$ cat config.mk
export PLATFORM = sky130hd
export DESIGN_NAME = cpd_queue
export DESIGN_NICKNAME = d
export VERILOG_FILES = /design/src/sv/cpd_pkg.sv /design/src/sv/cpd_queue.sv
export SDC_FILE = /design/constraint.sdc
export NUM_CORES = 1
export LEC_CHECK = 0
export BUFFER_PORTS_ARGS = -buffer_cell sky130_fd_sc_hd__buf_4
export CAP_MARGIN = 20
export CORE_MARGIN = 3
export CORE_UTILIZATION = 40
export CTS_CLUSTER_SIZE = 40
export DETAILED_ROUTE_END_ITERATION = 6
export PLACE_DENSITY = 0.73
export SETUP_SLACK_MARGIN = 0.05
export SYNTH_ARGS = -nofsm -noshare
export SYNTH_HDL_FRONTEND = slang
export SYNTH_SLANG_ARGS = --single-unit
$ cat constraint.sdc
create_clock -name clk -period 5.5 [get_ports clk]
set_input_delay 0 -clock clk [delete_from_list [all_inputs] [get_ports clk]]
set_output_delay 0 -clock clk [all_outputs]
set_load 0.03 [all_outputs]
$ cat src/sv/cpd_pkg.sv
package cpd_pkg;

	localparam int MAX_ORDER     = 15;
	localparam int CORDIC_STAGES = 16;

	localparam int STAGE_RUN = (CORDIC_STAGES < 32) ? CORDIC_STAGES : 32;
	localparam int ORDER_LIM = (MAX_ORDER < 15) ? MAX_ORDER : 15;

	localparam logic [4:0] STAGE_LAST = 5'(STAGE_RUN - 1);
	localparam logic [3:0] ORDER_CAP  = 4'(ORDER_LIM);

	localparam logic signed [31:0] CORDIC_X0 = 32'sd652032874;

	localparam int QUEUE_DEPTH = 2;

	localparam logic [2:0] REG_CENTER_X = 3'd0;
	localparam logic [2:0] REG_CENTER_Y = 3'd1;
	localparam logic [2:0] REG_AXIS_A_X = 3'd2;
	localparam logic [2:0] REG_AXIS_A_Y = 3'd3;
	localparam logic [2:0] REG_AXIS_B_X = 3'd4;
	localparam logic [2:0] REG_AXIS_B_Y = 3'd5;

	typedef struct packed {
		logic signed [31:0] center_x;
		logic signed [31:0] center_y;
		logic signed [31:0] axis_a_x;
		logic signed [31:0] axis_a_y;
		logic signed [31:0] axis_b_x;
		logic signed [31:0] axis_b_y;
	} cfg_regs_t;

	// cos/sin pair in Q2.30 plus run info
	typedef struct packed {
		logic signed [31:0] x;
		logic signed [31:0] y;
		logic [1:0]         quad;
		logic [3:0]         order;
	} work_t;

	// arctangent of 2^-i, 2^32 per turn
	function automatic logic signed [31:0] atan_at(input logic [4:0] idx);
		logic signed [31:0] v;
		case (idx)
			5'd0:  v = 32'sd536870912;
			5'd1:  v = 32'sd316933406;
			5'd2:  v = 32'sd167458907;
			5'd3:  v = 32'sd85004756;
			5'd4:  v = 32'sd42667331;
			5'd5:  v = 32'sd21354465;
			5'd6:  v = 32'sd10679838;
			5'd7:  v = 32'sd5340245;
			5'd8:  v = 32'sd2670163;
			5'd9:  v = 32'sd1335087;
			5'd10: v = 32'sd667544;
			5'd11: v = 32'sd333772;
			5'd12: v = 32'sd166886;
			5'd13: v = 32'sd83443;
			5'd14: v = 32'sd41722;
			5'd15: v = 32'sd20861;
			5'd16: v = 32'sd10430;
			5'd17: v = 32'sd5215;
			5'd18: v = 32'sd2608;
			5'd19: v = 32'sd1304;
			5'd20: v = 32'sd652;
			5'd21: v = 32'sd326;
			5'd22: v = 32'sd163;
			5'd23: v = 32'sd81;
			5'd24: v = 32'sd41;
			5'd25: v = 32'sd20;
			5'd26: v = 32'sd10;
			5'd27: v = 32'sd5;
			5'd28: v = 32'sd3;
			5'd29: v = 32'sd1;
			5'd30: v = 32'sd1;
			default: v = 32'sd0;
		endcase
		return v;
	endfunction

endpackage

$ cat src/sv/cpd_queue.sv
module cpd_queue (
	input  logic           clk,
	input  logic           arst_n,
	input  logic           push_valid,
	output logic           push_ready,
	input  cpd_pkg::work_t push_data,
	output logic           pop_valid,
	input  logic           pop_ready,
	output cpd_pkg::work_t pop_data
);
	import cpd_pkg::*;

	localparam int PTR_W = (QUEUE_DEPTH > 1) ? $clog2(QUEUE_DEPTH) : 1;
	localparam int CNT_W = $clog2(QUEUE_DEPTH + 1);
	localparam logic [CNT_W-1:0] FULL_CNT = CNT_W'(QUEUE_DEPTH);
	localparam logic [PTR_W-1:0] LAST_PTR = PTR_W'(QUEUE_DEPTH - 1);

	work_t            mem_q [QUEUE_DEPTH];
	logic [PTR_W-1:0] wr_q;
	logic [PTR_W-1:0] rd_q;
	logic [CNT_W-1:0] cnt_q;
	logic             do_push;
	logic             do_pop;

	assign push_ready = (cnt_q != FULL_CNT);
	assign pop_valid  = (cnt_q != '0);
	assign pop_data   = mem_q[rd_q];
	assign do_push    = push_valid && push_ready;
	assign do_pop     = pop_valid && pop_ready;

	always_ff @(posedge clk or negedge arst_n) begin
		if (!arst_n) begin
			wr_q  <= '0;
			rd_q  <= '0;
			cnt_q <= '0;
		end else begin
			if (do_push) begin
				wr_q <= (wr_q == LAST_PTR) ? '0 : wr_q + PTR_W'(1);
			end
			if (do_pop) begin
				rd_q <= (rd_q == LAST_PTR) ? '0 : rd_q + PTR_W'(1);
			end
			if (do_push && !do_pop) begin
				cnt_q <= cnt_q + CNT_W'(1);
			end else if (do_pop && !do_push) begin
				cnt_q <= cnt_q - CNT_W'(1);
			end
		end
	end

	always_ff @(posedge clk) begin
		if (do_push) begin
			mem_q[wr_q] <= push_data;
		end
	end

endmodule

==> flow_summary.toml <==
[clock_tree]
clock-root-buffer = "sky130_fd_sc_hd__clkbuf_16"
clk_latency_ns = 0.41
post_cts.repair.setup_buffers = 0
cts_sinks = 144
clock_pin_slew_worst_setup_and_hold_paths_ns = 0.06
post_cts_resize_count = 0
tritoncts = "built"
cts_made_buffers = 17
cts_max_path_buffers = 2
htree_num_levels = 4

[yosys]
post_synth_instance_area_sq_um = 5597
yosys.cell_types.count = 15
synth.avg_cell_area_sq_um = 23.71
synth_warnings = 0
synth_fp_nets = 311
synth-seq-cells = 144
syn_inst = 236
seq_area_frac_synth_pct = 76.91

[placed_design]
place_congestion = 0.7197
place_inst = 551
post-dp-hpwl_mm = 6.137
port-buffer-count = 145

[floorplanning]
core-area_sq_um = 13450
die_area_sq_um = 15450
die_h_microns = 124.3
die-width_microns = 124.3
floorplan.initialDensity_pct = 41.60
core.rowCount = 42
io_pins = 146

[final_layout]
layout-drive-gt1-share_pct = 51.56
finalNetCount = 543
final.fill_count = 992
antenna_cells = 0
area_growth_pct = 45.70
instances_no_fill = 657

[timing]
setup_viol = 0
achievable-frequency_ghz = 0.3974
max_transition_margin_pct = 34.59
worst_hold_slack_ns = 0.3173
finClkSkew_ns = 0.006158
final_hold_viol_count = 0
timing.final.crit_period_ns = 2.516
slew_violations = 0
final_layout_setup_total_negative_slack_ns = 0
finalCritPeriodShare_pct = 45.75
setup_repair_after_global_routing_missed_its_margin = "no"
timing_worst_slew_pin_value_ns = 0.9812

[route]
drc = 0
detailedRoute.firstIterationViolations = 128
detailedRoute.firstPassIterationCount = 4
routedWlPerCell_microns = 15.97
route.antenna.remaining_nets = 0
drt-vias-per-instance = 4.492
dr_total_vias = 2951
postRouteWirelength_mm = 10.49

[power_and_ir_drop]
switching_power_mw = 1.458
total_power_mw = 4.547
ir_worst_vdd_v = 0.0003437
power.share.combinational_pct = 37.2
power.leakage_nw = 3.290
intPower_mw = 3.089
power.share.switching_pct = 32.06
pwr_density_cell_nw_per_um2 = 557.6
proportion_of_power_drawn_by_flip_flops_and_latches_pct = 36.3
pwr-share-clk_pct = 26.5

[setup_path]
crit_type = "flop to primary output"
worstSetupStartpointType = "flop"
critical_path_required_ns = 5.50
worst-path-max-fanout = 38
endpoint_kind = "primary output"
crit_arrival_ns = 2.52

[worst_hold_path]
hold_path_class = "input pin to flop"

[run]
maxCapViolations = 0

[global_route]
first_global_vias = 3323
grt_start_max_net_pins = 71
grt_usage_pct = 13.99
grt_antenna_before_repair = 0
global_route_wire_length_before_repair_mm = 16.79
remaining_overflow_grt = 0

[status]
status = "finished clean"
==> synthesized netlist by cell type, drive strengths merged <==
library cell | n | area [sq um]
buf | 8 | 151.4
xnor2 | 3 | 26.28
dfrtp | 4 | 100.1
ha | 1 | 12.51
mux2 | 70 | 1047
xor2 | 2 | 17.52
nand2 | 2 | 7.510
nand2b | 1 | 6.260
edfxtp | 140 | 4204
inv | 1 | 3.750
nor2 | 2 | 7.510
and3 | 1 | 6.260
or2 | 1 | 6.260
==> path summary, 6_finish.rpt <==
path,from,end,slack [ns],cells after the start
worst min-delay path,push_data[46],mem_q[1][46],0.32,2
min in group asynchronous,arst_n,cnt_q[1],0.51,3
worst min register to register,cnt_q[1],cnt_q[1],0.50,1
worst max register to register,cnt_q[0],mem_q[0][10],3.26,4
max in group asynchronous,arst_n,rd_q,4.79,3
worst max-delay path,rd_q,pop_data[30],2.98,3
==> timing repair <==
action / 4_1_cts / 5_1_grt
hold buffers: 74 / 0
setup endpoints to repair: 0 / 0
endpoints found under the hold margin: 146 / 0
==> state kept, by name (all words and copies together), names as in the netlist <==
signal and count:
wr_q 1, rd_q 1, mem_q 140, cnt_q 2
==> power by group through the flow <==
| stage | Sequential, mW | Clock [mW] | Combinational (mW) |
|---|---|---|---|
| floorplan | 1.59 | 0 | 1.32 |
| global placement | 1.66 | 0 | 1.66 |
| detailed placement | 1.67 | 0 | 1.67 |
| CTS | 1.65 | 1.23 | 1.72 |
| global route | 1.68 | 1.28 | 1.78 |
| finish | 1.65 | 1.20 | 1.69 |
==> cells in the final DEF, fill, tap and decap left out, drive strengths merged <==
cell           n
clkbuf        21
dfrtp          4
edfxtp       140
buf          147
or2            1
clkinv         6
bufinv         5
ha             1
xor2           2
dlygate4sd3   74
mux2          70
nand2          2
nand2b         1
inv            1
nor2           2
xnor2          3
and3           1
==> routing by layer <==
layer / up-vias / global-route usage [%] / wire length [microns]
li1: 1397 / - / -
met1: 1439 / 15.31 / 4144
met2: 98 / 24.87 / 5594
met3: 17 / 4.760 / 568
met4: 0 / 5.609 / 186
met5: - / 0 / 0
==> logic make-up after synthesis <==
kind of cell,Yosys count,share of synthesized area [%]
muxes,70,18.71
adders and majority gates,1,0.2235
DFF,144,76.91
and+or+nand+nor,7,0.6039
buffers and inverters,9,2.772
xor gates and xnor gates,5,0.7826
==> layout make-up <==
class                           instances  area [sq um]  area share [%]
Sequential cell                       144          4308           52.83
Clock buffer                           21         440.4           5.401
Tap cell                              176         220.2           2.701
Multi-Input combinational cell         83          1150           14.10
Clock inverter                         11         187.7           2.302
Timing Repair Buffer                  221          1844           22.62
Inverter                                1         3.754         0.04603
==> stage by stage <==
step / cell area (sq um) / utilization, % / setup WS [ns]
2_1_floorplan: 5597 / - / 1.187
3_3_place_gp: 6785 / 50.44 / 3.299
3_5_place_dp: 6785 / 50.44 / 3.234
4_1_cts: 8154 / 60.61 / 2.916
5_1_grt: 8154 / 60.61 / 2.844
6_report: 8154 / 60.61 / 2.984
==> critical path, stage by stage, from the launching register on <==
cell	delay (ns)
sky130_fd_sc_hd__dfrtp_4	0.89
sky130_fd_sc_hd__buf_4	0.66
sky130_fd_sc_hd__mux2_4	0.36
sky130_fd_sc_hd__buf_4	0.17
No activity file was read; power rests on OpenSTA's default activity.
