<file path="src/sv/cpd_pkg.sv">
package cpd_pkg;

	localparam int MAX_ORDER     = 15;
	localparam int CORDIC_STAGES = 16;

	localparam int STAGE_RUN = (CORDIC_STAGES < 32) ? CORDIC_STAGES : 32;
	localparam int ORDER_LIM = (MAX_ORDER < 15) ? MAX_ORDER : 15;

	localparam logic [4:0] STAGE_LAST = 5'(STAGE_RUN - 1);
	localparam logic [3:0] ORDER_CAP  = 4'(ORDER_LIM);

	localparam logic signed [31:0] CORDIC_X0 = 32'sd652032874;

	localparam int QUEUE_DEPTH = 2;

	localparam logic [2:0] REG_CENTER_X = 3'd0;
	localparam logic [2:0] REG_CENTER_Y = 3'd1;
	localparam logic [2:0] REG_AXIS_A_X = 3'd2;
	localparam logic [2:0] REG_AXIS_A_Y = 3'd3;
	localparam logic [2:0] REG_AXIS_B_X = 3'd4;
	localparam logic [2:0] REG_AXIS_B_Y = 3'd5;

	typedef struct packed {
		logic signed [31:0] center_x;
		logic signed [31:0] center_y;
		logic signed [31:0] axis_a_x;
		logic signed [31:0] axis_a_y;
		logic signed [31:0] axis_b_x;
		logic signed [31:0] axis_b_y;
	} cfg_regs_t;

	// cos/sin pair in Q2.30 plus run info
	typedef struct packed {
		logic signed [31:0] x;
		logic signed [31:0] y;
		logic [1:0]         quad;
		logic [3:0]         order;
	} work_t;

	// arctangent of 2^-i, 2^32 per turn
	function automatic logic signed [31:0] atan_at(input logic [4:0] idx);
		logic signed [31:0] v;
		case (idx)
			5'd0:  v = 32'sd536870912;
			5'd1:  v = 32'sd316933406;
			5'd2:  v = 32'sd167458907;
			5'd3:  v = 32'sd85004756;
			5'd4:  v = 32'sd42667331;
			5'd5:  v = 32'sd21354465;
			5'd6:  v = 32'sd10679838;
			5'd7:  v = 32'sd5340245;
			5'd8:  v = 32'sd2670163;
			5'd9:  v = 32'sd1335087;
			5'd10: v = 32'sd667544;
			5'd11: v = 32'sd333772;
			5'd12: v = 32'sd166886;
			5'd13: v = 32'sd83443;
			5'd14: v = 32'sd41722;
			5'd15: v = 32'sd20861;
			5'd16: v = 32'sd10430;
			5'd17: v = 32'sd5215;
			5'd18: v = 32'sd2608;
			5'd19: v = 32'sd1304;
			5'd20: v = 32'sd652;
			5'd21: v = 32'sd326;
			5'd22: v = 32'sd163;
			5'd23: v = 32'sd81;
			5'd24: v = 32'sd41;
			5'd25: v = 32'sd20;
			5'd26: v = 32'sd10;
			5'd27: v = 32'sd5;
			5'd28: v = 32'sd3;
			5'd29: v = 32'sd1;
			5'd30: v = 32'sd1;
			default: v = 32'sd0;
		endcase
		return v;
	endfunction

endpackage

</file>
<file path="src/sv/cpd_back.sv">
module cpd_back (
	input  logic               clk,
	input  logic               arst_n,
	input  cpd_pkg::cfg_regs_t cfg,
	input  logic               pop_valid,
	output logic               pop_ready,
	input  cpd_pkg::work_t     pop_data,
	output logic               out_valid,
	input  logic               out_ready,
	output logic [3:0]         deriv_index,
	output logic signed [31:0] value_x,
	output logic signed [31:0] value_y,
	output logic               saturated,
	output logic               last
);
	import cpd_pkg::*;

	localparam logic [1:0] ST_IDLE = 2'd0;
	localparam logic [1:0] ST_MUL  = 2'd1;
	localparam logic [1:0] ST_EMIT = 2'd2;

	logic [1:0]         state_q;
	logic [2:0]         mcnt_q;
	logic [3:0]         k_q;
	logic signed [31:0] x_q;
	logic signed [31:0] y_q;
	logic [1:0]         quad_q;
	logic [3:0]         order_q;
	logic signed [63:0] p_q [8];
	logic               out_valid_q;

	logic signed [31:0] op_a;
	logic signed [31:0] op_b;
	logic signed [63:0] prod;
	logic [1:0]         rot;
	logic               neg1;
	logic               neg2;
	logic signed [65:0] ctr_x;
	logic signed [65:0] ctr_y;
	logic signed [65:0] sum_x;
	logic signed [65:0] sum_y;
	logic signed [35:0] rnd_x;
	logic signed [35:0] rnd_y;
	logic               sat_x;
	logic               sat_y;
	logic               out_free;
	logic               is_last;
	logic               emit;

	// product slot {axis, use_y}: ax*x, ax*y, bx*x, bx*y, ay*x, ay*y, by*x, by*y
	always_comb begin
		case (mcnt_q[2:1])
			2'd0:    op_a = cfg.axis_a_x;
			2'd1:    op_a = cfg.axis_b_x;
			2'd2:    op_a = cfg.axis_a_y;
			default: op_a = cfg.axis_b_y;
		endcase
		op_b = mcnt_q[0] ? y_q : x_q;
	end
	assign prod = 64'(op_a) * 64'(op_b);

	// quarter turn k: (c,s) (-s,c) (-c,-s) (s,-c)
	assign rot  = quad_q + k_q[1:0];
	assign neg1 = rot[0] ^ rot[1];
	assign neg2 = rot[1];

	function automatic logic signed [65:0] term(input logic signed [63:0] p, input logic neg);
		logic signed [65:0] e;
		e = 66'(p);
		return neg ? -e : e;
	endfunction

	assign ctr_x = (k_q == 4'd0) ? {{4{cfg.center_x[31]}}, cfg.center_x, 30'd0} : '0;
	assign ctr_y = (k_q == 4'd0) ? {{4{cfg.center_y[31]}}, cfg.center_y, 30'd0} : '0;

	assign sum_x = term(rot[0] ? p_q[1] : p_q[0], neg1)
		+ term(rot[0] ? p_q[2] : p_q[3], neg2) + ctr_x + 66'sd536870912;
	assign sum_y = term(rot[0] ? p_q[5] : p_q[4], neg1)
		+ term(rot[0] ? p_q[6] : p_q[7], neg2) + ctr_y + 66'sd536870912;

	assign rnd_x = sum_x[65:30];
	assign rnd_y = sum_y[65:30];
	assign sat_x = (rnd_x[35:31] != {5{rnd_x[31]}});
	assign sat_y = (rnd_y[35:31] != {5{rnd_y[31]}});

	assign out_free  = !out_valid_q || out_ready;
	assign is_last   = (k_q == order_q);
	assign emit      = (state_q == ST_EMIT) && out_free;
	assign pop_ready = (state_q == ST_IDLE);
	assign out_valid = out_valid_q;

	always_ff @(posedge clk or negedge arst_n) begin
		if (!arst_n) begin
			state_q     <= ST_IDLE;
			mcnt_q      <= '0;
			k_q         <= '0;
			out_valid_q <= 1'b0;
		end else begin
			if (out_ready && !emit) begin
				out_valid_q <= 1'b0;
			end
			case (state_q)
				ST_IDLE: begin
					if (pop_valid) begin
						state_q <= ST_MUL;
						mcnt_q  <= '0;
						k_q     <= '0;
					end
				end
				ST_MUL: begin
					mcnt_q <= mcnt_q + 3'd1;
					if (mcnt_q == 3'd7) begin
						state_q <= ST_EMIT;
					end
				end
				ST_EMIT: begin
					if (out_free) begin
						out_valid_q <= 1'b1;
						if (is_last) begin
							state_q <= ST_IDLE;
						end else begin
							k_q <= k_q + 4'd1;
						end
					end
				end
				default: state_q <= ST_IDLE;
			endcase
		end
	end

	always_ff @(posedge clk) begin
		if (state_q == ST_IDLE && pop_valid) begin
			x_q     <= pop_data.x;
			y_q     <= pop_data.y;
			quad_q  <= pop_data.quad;
			order_q <= pop_data.order;
		end
		if (state_q == ST_MUL) begin
			p_q[mcnt_q] <= prod;
		end
		if (state_q == ST_EMIT && out_free) begin
			deriv_index <= k_q;
			value_x     <= sat_x ? (rnd_x[35] ? 32'sh80000000 : 32'sh7fffffff) : rnd_x[31:0];
			value_y     <= sat_y ? (rnd_y[35] ? 32'sh80000000 : 32'sh7fffffff) : rnd_y[31:0];
			saturated   <= sat_x || sat_y;
			last        <= is_last;
		end
	end

endmodule

</file>
<file path="config.mk">
export PLATFORM = sky130hd
export DESIGN_NAME = cpd_back
export DESIGN_NICKNAME = d
export VERILOG_FILES = /design/src/sv/cpd_pkg.sv /design/src/sv/cpd_back.sv
export SDC_FILE = /design/constraint.sdc
export NUM_CORES = 2
export LEC_CHECK = 0
export BUFFER_PORTS_ARGS = -buffer_cell sky130_fd_sc_hd__clkbuf_2
export CAP_MARGIN = 40
export CORE_UTILIZATION = 35
export CTS_CLUSTER_DIAMETER = 150
export DETAILED_ROUTE_END_ITERATION = 8
export PLACE_DENSITY = 0.6
export SKIP_LAST_GASP = 1
export SLEW_MARGIN = 10
export SYNTH_ARGS = -nofsm -noshare
export SYNTH_HDL_FRONTEND = slang
export SYNTH_SLANG_ARGS = --single-unit
</file>
<file path="constraint.sdc">
create_clock -name clk -period 17.05 [get_ports clk]
set_input_delay 0 -clock clk [delete_from_list [all_inputs] [get_ports clk]]
set_output_delay 0 -clock clk [all_outputs]
set_load 0.05 [all_outputs]
</file>
==> impl_metrics.json <==
{
  "synth_ff_type": "edfxtp_1",
  "initial_core_util": 0.3533,
  "synth_xor_xnor_area_share": 0.05536,
  "met2WireLength_um": 111000,
  "max_freq_mhz": 87.61,
  "hp-start": "pop_data[55]",
  "worstSetupPathType": "flop to flop",
  "antenna_found_initial": 2,
  "status": "completed",
  "crit_required_ns": 17.48,
  "syn_inst": 7669,
  "portBuffers": 337,
  "hold_viol": 0,
  "die_h_um": 470.9,
  "crit_fanout": 57,
  "cts_buffer_depth": 3,
  "crit_path_frequent_cell": "fa_1",
  "dp_hpwl_um": 199000,
  "design.core.area_mm2": 0.2178,
  "synth.distinct_cells": 94,
  "synthMuxAreaShare": 0.04170,
  "max_cap_viol_count": 0,
  "layout_common_cells": "fa_1, inv_1, nor2_1, nand2_1, edfxtp_1",
  "slew_viol_final": 0,
  "maxSlewHeadroom": 0.3318,
  "async_flop_share": 0.01511,
  "cpPeakStageDelay_ns": 0.77,
  "synth_compound_area_frac": 0.08282,
  "grt_use_total": 0.2244,
  "cts_tree": "done",
  "cp.arrival_ns": 11.85,
  "ctsRootBufferMaster": "clkbuf_16",
  "dr.max_layer_used": "met4",
  "fin_skew_ns": 0.06106,
  "synth-seq-cells": 662,
  "reg2reg_from": "mcnt_q[1]",
  "drtIter0Drc": 5173,
  "pin_count": 338,
  "worstSetupStartpoint": "mcnt_q[1]",
  "syn2layout_area_growth_pct": 12.87,
  "die-area_mm2": 0.2218,
  "clk_latency_ns": 0.73,
  "clkSinkCount": 662,
  "synth_area_mm2": 0.07696,
  "die_x_um": 470.9,
  "grt_setup_unrepaired": "no",
  "cts_inserted_buffers": 81,
  "setup_tns_ns": 0,
  "drt_wl_total_um": 249900,
  "final_nets": 9858,
  "synthAdderAreaFrac": 0.3610,
  "syn_avg_cell_area_um2": 10.03,
  "drc_errors": 0,
  "routedWlPerCell_um": 22.75,
  "tightest_slew_ns": 0.9951,
  "synth_simple_gate_area_frac": 0.1337,
  "hold_class": "primary input to flop",
  "drt_pass1_iterations": 6,
  "yosys_warnings": 0,
  "diodes": 0,
  "drt-met1-wl_um": 109000,
  "grt_pass1_wl_um": 375200,
  "fin_crit_ns": 11.41,
  "final.period_utilization": 0.6694,
  "synth-edff-count": 652,
  "postRouteAntennaNets": 0,
  "yosysSeqAreaShare": 0.2577,
  "cts_resized": 0,
  "regToRegSetupSlack_ns": 5.64,
  "slowest_stage": "o21a_1",
  "drive_gt1_frac": 0.09988,
  "grt-ovfl-total": 0,
  "htree_levels": 3,
  "setup_viol": 0,
  "synth_nets": 9464,
  "vias_per_cell": 5.284,
  "grt_pass1_vias": 60330,
  "vias": 58030,
  "critPathCaptureType": "flop",
  "gp_congestion": 0.9551,
  "synth_top_family_by_area": "adder cells",
  "rows": 171,
  "clkSlewWorstSetupHoldPaths_ns": 0.06,
  "wl_met3_um": 20580,
  "fillers": 21190,
  "final_common_cell": "fa_1",
  "grt_max_degree": 163,
  "worstSetupStartpointType": "flop"
}
==> worst paths after layout <==
path | end | cells past startpoint
worst max-delay path | p_q[7][62] | 32
worst min-delay path | x_q[17] | 2
worst max register to register | p_q[7][62] | 32
worst min register to register | state_q[0] | 1
max in group asynchronous | mcnt_q[1] | 3
min in group asynchronous | k_q[1] | 3
==> metal layers <==
metal | vias to the layer above | track usage
met5 | - | 0
met3 | 411 | 0.04230
met4 | 0 | 0.07693
met1 | 29220 | 0.3061
li1 | 25920 | -
met2 | 2481 | 0.3560
==> cells by family (layout without fill, tap and decap cells) <==
logic type	Yosys count	in the layout
muxes	312	312
and+or+nand+nor	2303	2303
buffers and inverters	1331	1792
DFF	662	662
xor gates and xnor gates	484	484
adders and majority gates	1529	1529
AOI/OAI and AO/OA	1048	1048
==> stage by stage <==
step | utilization | instance area, um2 | setup WS [ns] | instances | hold WS (ns)
after global routing | 0.3988 | 86860 | 4.908 | 10980 | 0.02223
after floorplan | - | 76960 | 6.948 | 7669 | -0.2956
after detailed placement | 0.3796 | 82670 | 5.637 | 10700 | -0.1125
after global placement | 0.3765 | 82000 | 5.691 | 10650 | -0.1194
after CTS | 0.3982 | 86730 | 5.646 | 10980 | 0.001425
final | 0.3988 | 86860 | 5.636 | 10980 | 0.06345
==> critical path, delay by kind of cell (launching register included) <==
kind / cells / cell delay [ns]
DFF: 1 / 0.60
adders and majority gates: 9 / 4.29
and+or+nand+nor: 5 / 0.72
buffers and inverters: 7 / 1.23
muxes: 1 / 0.20
xor gates and xnor gates: 1 / 0.49
AOI/OAI and AO/OA: 9 / 3.57
==> cell usage after synthesis, types with 44 or more instances <==
| master | instances | area, um2 |
|---|---|---|
| and2_1 | 82 | 513.0 |
| o21a_1 | 52 | 390.4 |
| nor2b_1 | 50 | 312.8 |
| xor2_1 | 209 | 1831 |
| a21o_1 | 96 | 720.7 |
| inv_1 | 987 | 3705 |
| nand3_1 | 50 | 250.2 |
| buf_2 | 44 | 220.2 |
| xnor2_1 | 273 | 2391 |
| a21oi_1 | 372 | 1862 |
| fa_1 | 1152 | 23060 |
| nand2_1 | 763 | 2864 |
| nand2b_1 | 74 | 462.9 |
| clkbuf_1 | 251 | 942.2 |
| edfxtp_1 | 652 | 19580 |
| nor3b_1 | 49 | 367.9 |
| ha_1 | 377 | 4717 |
| nor3_1 | 148 | 740.7 |
| o21ai_0 | 239 | 1196 |
| mux2i_1 | 243 | 2432 |
| nor2_1 | 875 | 3284 |
| mux2_2 | 68 | 765.7 |
==> state kept, by name, summed over array words and instances (netlist names), 2 cells and up <==
register / flops
deriv_index: 4
k_q: 4
mcnt_q: 3
order_q: 4
p_q: 512
quad_q: 2
state_q: 2
value_x: 32
value_y: 32
x_q: 32
y_q: 32
==> area by class of cell <==
class | count | area [um2] | share of cell area
multi-input combinational | 5676 | 52210 | 0.6011
inverter | 988 | 3709 | 0.04269
clock buffer | 91 | 2086 | 0.02401
clock inverter | 59 | 685.7 | 0.007893
sequential | 662 | 19840 | 0.2284
tap | 2854 | 3571 | 0.04111
timing repair buffer | 654 | 4763 | 0.05484
==> timing repair <==
action | 4_1_cts | 5_1_grt
setup buffers | 0 | 0
hold buffers | 129 | 0
hold endpoints to repair | 102 | 0
endpoints found under the setup margin | 0 | 0
Power is not shown: default switching activity piles up to over one toggle a cycle in this logic, so the estimate is an artifact.
