--- config.mk ---
export PLATFORM = sky130hd
export DESIGN_NAME = cpd_front
export DESIGN_NICKNAME = d
export VERILOG_FILES = /design/src/sv/cpd_pkg.sv /design/src/sv/cpd_front.sv
export SDC_FILE = /design/constraint.sdc
export NUM_CORES = 1
export LEC_CHECK = 0
export BUFFER_PORTS_ARGS = -buffer_cell sky130_fd_sc_hd__buf_2
export CORE_ASPECT_RATIO = 1.25
export CORE_MARGIN = 2
export CORE_UTILIZATION = 50
export CTS_CLUSTER_DIAMETER = 80
export DETAILED_ROUTE_END_ITERATION = 10
export PLACE_DENSITY = 0.68
export SYNTH_ARGS = -nofsm -noshare
export SYNTH_HDL_FRONTEND = slang
export SYNTH_SLANG_ARGS = --single-unit
--- constraint.sdc ---
create_clock -name clk -period 12 [get_ports clk]
set_input_delay 1.2 -clock clk [delete_from_list [all_inputs] [get_ports clk]]
set_output_delay 1.2 -clock clk [all_outputs]
set_load 0.01 [all_outputs]
--- src/sv/cpd_pkg.sv ---
package cpd_pkg;

	localparam int MAX_ORDER     = 15;
	localparam int CORDIC_STAGES = 16;

	localparam int STAGE_RUN = (CORDIC_STAGES < 32) ? CORDIC_STAGES : 32;
	localparam int ORDER_LIM = (MAX_ORDER < 15) ? MAX_ORDER : 15;

	localparam logic [4:0] STAGE_LAST = 5'(STAGE_RUN - 1);
	localparam logic [3:0] ORDER_CAP  = 4'(ORDER_LIM);

	localparam logic signed [31:0] CORDIC_X0 = 32'sd652032874;

	localparam int QUEUE_DEPTH = 2;

	localparam logic [2:0] REG_CENTER_X = 3'd0;
	localparam logic [2:0] REG_CENTER_Y = 3'd1;
	localparam logic [2:0] REG_AXIS_A_X = 3'd2;
	localparam logic [2:0] REG_AXIS_A_Y = 3'd3;
	localparam logic [2:0] REG_AXIS_B_X = 3'd4;
	localparam logic [2:0] REG_AXIS_B_Y = 3'd5;

	typedef struct packed {
		logic signed [31:0] center_x;
		logic signed [31:0] center_y;
		logic signed [31:0] axis_a_x;
		logic signed [31:0] axis_a_y;
		logic signed [31:0] axis_b_x;
		logic signed [31:0] axis_b_y;
	} cfg_regs_t;

	// cos/sin pair in Q2.30 plus run info
	typedef struct packed {
		logic signed [31:0] x;
		logic signed [31:0] y;
		logic [1:0]         quad;
		logic [3:0]         order;
	} work_t;

	// arctangent of 2^-i, 2^32 per turn
	function automatic logic signed [31:0] atan_at(input logic [4:0] idx);
		logic signed [31:0] v;
		case (idx)
			5'd0:  v = 32'sd536870912;
			5'd1:  v = 32'sd316933406;
			5'd2:  v = 32'sd167458907;
			5'd3:  v = 32'sd85004756;
			5'd4:  v = 32'sd42667331;
			5'd5:  v = 32'sd21354465;
			5'd6:  v = 32'sd10679838;
			5'd7:  v = 32'sd5340245;
			5'd8:  v = 32'sd2670163;
			5'd9:  v = 32'sd1335087;
			5'd10: v = 32'sd667544;
			5'd11: v = 32'sd333772;
			5'd12: v = 32'sd166886;
			5'd13: v = 32'sd83443;
			5'd14: v = 32'sd41722;
			5'd15: v = 32'sd20861;
			5'd16: v = 32'sd10430;
			5'd17: v = 32'sd5215;
			5'd18: v = 32'sd2608;
			5'd19: v = 32'sd1304;
			5'd20: v = 32'sd652;
			5'd21: v = 32'sd326;
			5'd22: v = 32'sd163;
			5'd23: v = 32'sd81;
			5'd24: v = 32'sd41;
			5'd25: v = 32'sd20;
			5'd26: v = 32'sd10;
			5'd27: v = 32'sd5;
			5'd28: v = 32'sd3;
			5'd29: v = 32'sd1;
			5'd30: v = 32'sd1;
			default: v = 32'sd0;
		endcase
		return v;
	endfunction

endpackage

--- src/sv/cpd_front.sv ---
module cpd_front (
	input  logic           clk,
	input  logic           arst_n,
	input  logic           in_valid,
	output logic           in_ready,
	input  logic [15:0]    angle,
	input  logic [3:0]     max_order,
	output logic           push_valid,
	input  logic           push_ready,
	output cpd_pkg::work_t push_data
);
	import cpd_pkg::*;

	localparam logic [1:0] ST_IDLE = 2'd0;
	localparam logic [1:0] ST_ROT  = 2'd1;
	localparam logic [1:0] ST_PUSH = 2'd2;

	logic [1:0]         state_q;
	logic [4:0]         iter_q;
	logic signed [31:0] x_q;
	logic signed [31:0] y_q;
	logic signed [31:0] z_q;
	logic [1:0]         quad_q;
	logic [3:0]         order_q;

	logic signed [31:0] dx;
	logic signed [31:0] dy;
	logic signed [31:0] at;
	logic               accept;

	assign in_ready   = (state_q == ST_IDLE);
	assign accept     = in_valid && in_ready;
	assign push_valid = (state_q == ST_PUSH);

	assign dx = y_q >>> iter_q;
	assign dy = x_q >>> iter_q;
	assign at = atan_at(iter_q);

	assign push_data.x     = x_q;
	assign push_data.y     = y_q;
	assign push_data.quad  = quad_q;
	assign push_data.order = order_q;

	always_ff @(posedge clk or negedge arst_n) begin
		if (!arst_n) begin
			state_q <= ST_IDLE;
			iter_q  <= '0;
		end else begin
			case (state_q)
				ST_IDLE: begin
					if (accept) begin
						state_q <= ST_ROT;
						iter_q  <= '0;
					end
				end
				ST_ROT: begin
					if (iter_q == STAGE_LAST) begin
						state_q <= ST_PUSH;
					end else begin
						iter_q <= iter_q + 5'd1;
					end
				end
				ST_PUSH: begin
					if (push_ready) begin
						state_q <= ST_IDLE;
					end
				end
				default: state_q <= ST_IDLE;
			endcase
		end
	end

	always_ff @(posedge clk) begin
		if (accept) begin
			x_q     <= CORDIC_X0;
			y_q     <= '0;
			z_q     <= {2'b00, angle[13:0], 16'h0000};
			quad_q  <= angle[15:14];
			order_q <= (max_order < ORDER_CAP) ? max_order : ORDER_CAP;
		end else if (state_q == ST_ROT) begin
			if (!z_q[31]) begin
				x_q <= x_q - dx;
				y_q <= y_q + dy;
				z_q <= z_q - at;
			end else begin
				x_q <= x_q + dx;
				y_q <= y_q - dy;
				z_q <= z_q + at;
			end
		end
	end

endmodule

==> run_results.csv, run 1 <==
group,metric,value,unit
outcome,status,"finished clean",
cts,cts_tree,"yes",
cts,cts_made_buffers,9,
timing,post-route-min-period,7.23,ns
cts,postCtsSetupRepairBufs,0,
worst_setup_path,arrival,7.48,ns
routing,antenna_left,0,
synthesis,ys.flop_type,"dfxtp_1",
timing,final-hold-violation-count,0,
final_layout,layout_common_cells,"nand2_1, a21oi_1, nor2_1",
worst_setup_path,crit_path_top_delay_cell,"dfrtp_4",
synthesis,ys_types,88,
cts,cts_hold_buffers,0,
worst_setup_path,critPathRequiredTime,12.25,ns
synthesis,synthArstFlopShare,6.42,%
routing,dr.pass1.iters,7,
final_layout,nets,2073,
final_layout,area_delta_synth_final,5.43,%
cts,clk_pin_slew,0.07,ns
routing,routedWlPerCell,22.2,um
global_route,grt_pass1_wl,81.9,mm
placed_design,numPortBuffers,95,
timing,layout_setup_ws,4.77,ns
timing,rsz0062_at_grt,"no",
cts,clock_latency,0.39,ns
final_layout,layout-drive-gt1-share,14.5,%
synthesis,synth_top_area_cell,"mux4_2",
timing,relSlewSlack,16.8,%
worst_setup_path,critPathCaptureType,"flip-flop",
final_layout,layout_commonest_cell,"nand2_1",
synthesis,synthesis.area,15600,um^2
floorplan,start_util,50.5,%
placed_design,dp_hpwl,38.4,mm
run,maxCapViolCount,0,
routing,drc_errors,0,
routing,drt_wl_total,52.2,mm
floorplan,dieWidth,162,um
worst_setup_path,crit_path_start,"iter_q[0]",
synthesis,synth_top_area_share,12.2,%
floorplan,core_area,30800,um^2
timing,fin_crit_sh,60.3,%
routing,via_per_inst,6.61,
synthesis,yosysSeqAreaShare,15.5,%
worst_setup_path,cpPeakStageDelay,0.81,ns
cts,cts_htree_levels,3,
global_route,antenna_found_initial,1,
worst_setup_path,startpoint_type,"flip-flop",
floorplan,die_h,201,um
global_route,grt-ovfl-total,0,
routing,vias,15500,
floorplan,fp-row-count,72,
worst_setup_path,r2r-start,"iter_q[0]",
synthesis,synth_area_leaders,"mux4_2, dfxtp_1, ha_1",
timing,finalSetupViolCount,0,
floorplan,ios,96,
timing,max_freq,138,MHz
placed_design,placed_cell_area,16100,um^2
synthesis,syn-num-nets,2075,
final_layout,antenna_cells,0,
worst_setup_path,crit_path_cell_trace,"buf_4 > mux4_2 > mux2_2 > and2_0 > a211oi_1 > ha_1 > nor2_1 > a21oi_1 > fa_1 > a21o_1 > a21o_1 > a2111oi_0 > o21ba_2 > o21a_1 > a31oi_1 > a2111oi_0 > o31ai_1 > a21oi_1 > xor2_1 > o21ai_0",
synthesis,ys_ff_latch,109,
worst_hold_path,hold_path_class,"reg -> reg",
cts,clock_tree.root_cell,"clkbuf_16",
cts,cts_sinks,109,
timing,setup_tns,0,ns
worst_hold_path,hold_path_startpoint,"z_q[9]",
placed_design,gp_congestion,1.00,
global_route,grt_max_degree,83,
timing,skew,0.00727,ns
timing,slew_violations,0,
synthesis,synth_area_per_cell,8.02,um^2
synthesis,syn_inst,1939,
cts,ctsLongestPathBuffers,2,
global_route,grt_pass1_vias,14800,
cts,cts_resized,0,
final_layout,final_cell_area,16400,um^2
timing,worst_pin_slew,1.24,ns
floorplan,die_area,32600,um^2
worst_setup_path,path_class,"reg -> reg",
routing,drtIter0Drc,1916,
synthesis,synth-edff-count,20,
placed_design,place_ws,4.86,ns
synthesis,ys_warn_count,0,
global_route,gr-usage-all-layers,31.8,%
worst_setup_path,crit_fanout,52,
==> registers in the layout (all words and copies together), names as in the netlist <==
signal	cells
state_q	2
x_q	32
order_q	4
z_q	32
quad_q	2
y_q	32
iter_q	5
==> synthesized netlist by cell type (23+ instances only) <==
library cell / n
a211oi_1: 30
a21o_1: 58
a21oi_1: 210
a31oi_1: 29
buf_2: 31
clkbuf_1: 61
dfxtp_1: 82
ha_1: 109
inv_1: 46
mux2_2: 24
mux2i_1: 58
mux4_2: 84
nand2_1: 230
nand2b_1: 23
nand3_1: 30
nor2_1: 155
nor3_1: 33
o21ai_0: 106
xnor2_1: 83
xor2_1: 74
==> stage by stage <==
stage	hold slack (ns)	utilization, %	instances
detailed placement	0.453	52.4	2333
CTS	0.466	53.2	2349
global placement	0.444	52.4	2333
floorplan	0.436	-	1939
finish	0.465	53.2	2349
global route	0.487	53.2	2349
==> worst paths after layout <==
check,cells past startpoint,slack (ns),endpoint
max in group asynchronous,1,11.18,iter_q[0]
setup / recovery,20,4.77,x_q[30]
hold / removal,2,0.47,z_q[9]
setup reg to reg,20,4.77,x_q[30]
hold reg to reg,2,0.47,z_q[9]
min in group asynchronous,1,0.63,state_q[0]
==> cell type report <==
cell class                      instances  area (um^2)
Timing Repair Buffer                  114          618
Clock buffer                           13          250
Fill cell                            2956        14400
Multi-Input combinational cell       1652        12400
Inverter                               51          191
Tap cell                              407          509
Sequential cell                       109         2430
Clock inverter                          3         22.5
==> cells by family (layout without fill, tap and decap cells) <==
logic type | count (synthesis) | in the layout | share of synthesized area (%)
xor+xnor | 157 | 157 | 8.84
flops | 109 | 109 | 15.5
fa+ha+maj | 112 | 112 | 9.15
mux | 175 | 175 | 18.3
buf+inv | 178 | 181 | 4.98
compound gates | 620 | 620 | 25.5
simple gates | 588 | 588 | 17.7
==> critical path, delay by kind of cell (launching register included) <==
kind,cells,cell delay (ns)
multiplexers,2,0.90
AND/OR/NAND/NOR,2,0.24
AO/OA/AOI/OAI,12,3.34
buffers and inverters,1,0.77
flip-flops,1,0.81
XOR/XNOR,1,0.14
adder cells (fa/ha/maj),2,0.84
==> metal layers <==
metal  global-route usage, %  wire, um  vias to the layer above
li1                        -         -                     7216
met2                    52.6     24700                      794
met3                    4.51      3940                      196
met1                    39.4     20400                     7325
met4                    18.5      3170                        0
met5                       0         0                        -
Power of run 1 is left out: the tool's default activity adds up to more than one toggle a clock period on the data nets, which glitch-free logic cannot reach.
==> run 2: changes to the inputs <==
- ABC_AREA: unset -> 1
- clock period: 12 -> 6.8 ns (I/O delays scaled with it)
==> run 2 against run 1 <==
  * Critical path depth up 4
  * Global-route usage up 2.0 points
  * Clock-buffer cell count shrank 4
  * Utilization up 0.77 points
  * Clock skew up 0.0023 ns
  * Worst setup slack worse by 3.8 ns
  * Sequential cell count stayed put
  * First-iteration DRC count decreased by 26%
  * Register-to-register slack got worse by 3.8 ns
==> run_results.csv, run 2 <==
group,metric,value,unit
synthesis,syn_inst,2640,
final_layout,layout_common_cells,"nand2_1, nand3_1, inv_1",
synthesis,syn-num-nets,2776,
global_route,gr-usage-all-layers,33.8,%
cts,clock_latency,0.40,ns
timing,worst_pin_slew,1.12,ns
cts,postCtsSetupRepairBufs,0,
cts,ctsLongestPathBuffers,2,
routing,drc_errors,0,
timing,relSlewSlack,24.9,%
run,maxCapViolCount,0,
cts,cts_made_buffers,9,
timing,finalSetupViolCount,0,
worst_setup_path,crit_fanout,36,
global_route,antenna_found_initial,0,
worst_setup_path,arrival,5.99,ns
cts,clk_pin_slew,0.09,ns
cts,clock_tree.root_cell,"clkbuf_16",
outcome,status,"finished clean",
final_layout,layout_commonest_cell,"nand2_1",
synthesis,synthesis.area,15400,um^2
timing,final-hold-violation-count,0,
routing,drtIter0Drc,1424,
synthesis,ys_warn_count,0,
routing,via_per_inst,5.72,
timing,slew_violations,0,
synthesis,synth_area_per_cell,5.84,um^2
global_route,grt-ovfl-total,0,
placed_design,numPortBuffers,95,
timing,layout_setup_ws,0.935,ns
worst_setup_path,critPathCaptureType,"flip-flop",
global_route,grt_pass1_wl,87.3,mm
synthesis,synth_top_area_share,18.7,%
cts,cts_hold_buffers,0,
synthesis,yosys-top-cells-count,"nand2_1, nand3_1, inv_1, nor2_1, a21oi_1",
floorplan,die_h,200,um
final_layout,layout-drive-gt1-share,7.89,%
worst_hold_path,hold_path_class,"in -> async",
synthesis,yosysSeqAreaShare,15.7,%
floorplan,ios,96,
placed_design,gp_congestion,0.963,
synthesis,yosysMostFrequentCell,"nand2_1",
final_layout,nets,2794,
worst_setup_path,startpoint_type,"flip-flop",
synthesis,ys.flop_type,"dfxtp_1",
routing,drt_wl_total,54.9,mm
placed_design,place_ws,1.00,ns
floorplan,fp-row-count,71,
timing,rsz0062_at_grt,"no",
worst_setup_path,critPathRequiredTime,6.92,ns
routing,dr.pass1.iters,6,
timing,post-route-min-period,5.86,ns
synthesis,ys_types,55,
cts,cts_tree,"yes",
final_layout,area.sequential,2420,um^2
final_layout,n_fill_cell,3313,
routing,vias,17500,
global_route,grt_pass1_vias,16700,
cts,cts_htree_levels,3,
final_layout,area_delta_synth_final,5.73,%
synthesis,synth_area_leaders,"nand2_1, dfxtp_1, nand3_1",
synthesis,synth_top_area_cell,"nand2_1",
placed_design,dp_hpwl,43.2,mm
floorplan,start_util,51.1,%
routing,antenna_left,0,
worst_setup_path,path_class,"reg -> reg",
synthesis,synth-edff-count,20,
floorplan,dieWidth,161,um
timing,setup_tns,0,ns
floorplan,core_area,30200,um^2
synthesis,ys_ff_latch,109,
routing,routedWlPerCell,17.9,um
floorplan,die_area,32300,um^2
final_layout,multi_input_area,11400,um^2
final_layout,top_regs,"x_q x32, y_q x32, z_q x32",
timing,fin_crit_sh,86.2,%
cts,cts_sinks,109,
global_route,grt_max_degree,74,
cts,cts_resized,0,
timing,skew,0.00955,ns
final_layout,antenna_cells,0,
synthesis,synthArstFlopShare,6.42,%
timing,max_freq,171,MHz
[run 2: metal layers]
layer	GRT usage [%]	vias up	routed length, um
met4	17.5	0	2850
met5	0	-	0
met1	38.5	8053	21900
met2	62.2	576	27600
met3	2.82	142	2510
li1	-	8761	-
[run 2: cell families (layout without fill, tap and decap cells)]
family                     after synthesis  in the layout  share of synthesized area, %
buffers and inverters                  391            414                          10.7
and+or+nand+nor                       1404           1404                          38.6
xor gates and xnor gates               134            134                          7.61
DFF                                    109            109                          15.7
adders and majority gates              112            112                          9.23
AOI/OAI and AO/OA                      490            490                          18.2
[run 2: final cells by class]
type | count | area share [%]
Multi-Input combinational cell | 2140 | 69.7
Sequential cell | 109 | 14.9
Inverter | 281 | 6.48
Timing Repair Buffer | 117 | 4.00
Tap cell | 401 | 3.08
Clock buffer | 9 | 1.38
Clock inverter | 7 | 0.483
[run 2: stage by stage]
stage / hold slack, ns / std cells / instance area [um^2] / util (%)
floorplan: 0.384 / 2640 / 15400 / -
global placement: 0.447 / 3048 / 16000 / 53.0
detailed placement: 0.457 / 3048 / 16000 / 53.0
CTS: 0.116 / 3064 / 16300 / 54.0
global route: 0.117 / 3064 / 16300 / 54.0
finish: 0.119 / 3064 / 16300 / 54.0
[run 2: final timing paths]
check	from	endpoint	slack [ns]	cells after the start
worst min-delay path	arst_n	state_q[1]	0.12	1
worst min register to register	z_q[4]	z_q[4]	0.47	2
min in group clk	max_order[3]	order_q[3]	0.46	1
worst max register to register	iter_q[1]	z_q[24]	0.94	24
worst max-delay path	iter_q[1]	z_q[24]	0.94	24
max in group asynchronous	arst_n	iter_q[1]	6.48	1
[run 2: worst max-delay path, stage by stage, from the launching register on]
cell and delay, ns:
dfrtp_2 0.60, inv_2 0.46, buf_4 0.44, ha_1 0.34, inv_1 0.06, nor2_1 0.17, nor2_1 0.09, o221ai_1 0.29
nor2_1 0.09, nand3_1 0.11, nor2_2 0.06, inv_1 0.11, nand2_1 0.13, xnor2_1 0.29, ha_1 0.32, a21oi_1 0.14
inv_1 0.06, a31oi_1 0.12, a21boi_0 0.87, inv_1 0.09, nand2_1 0.09, nand2_1 0.14, a31oi_1 0.23, xor2_1 0.17
o21ai_0 0.09
Power of run 2 is left out for the same reason.
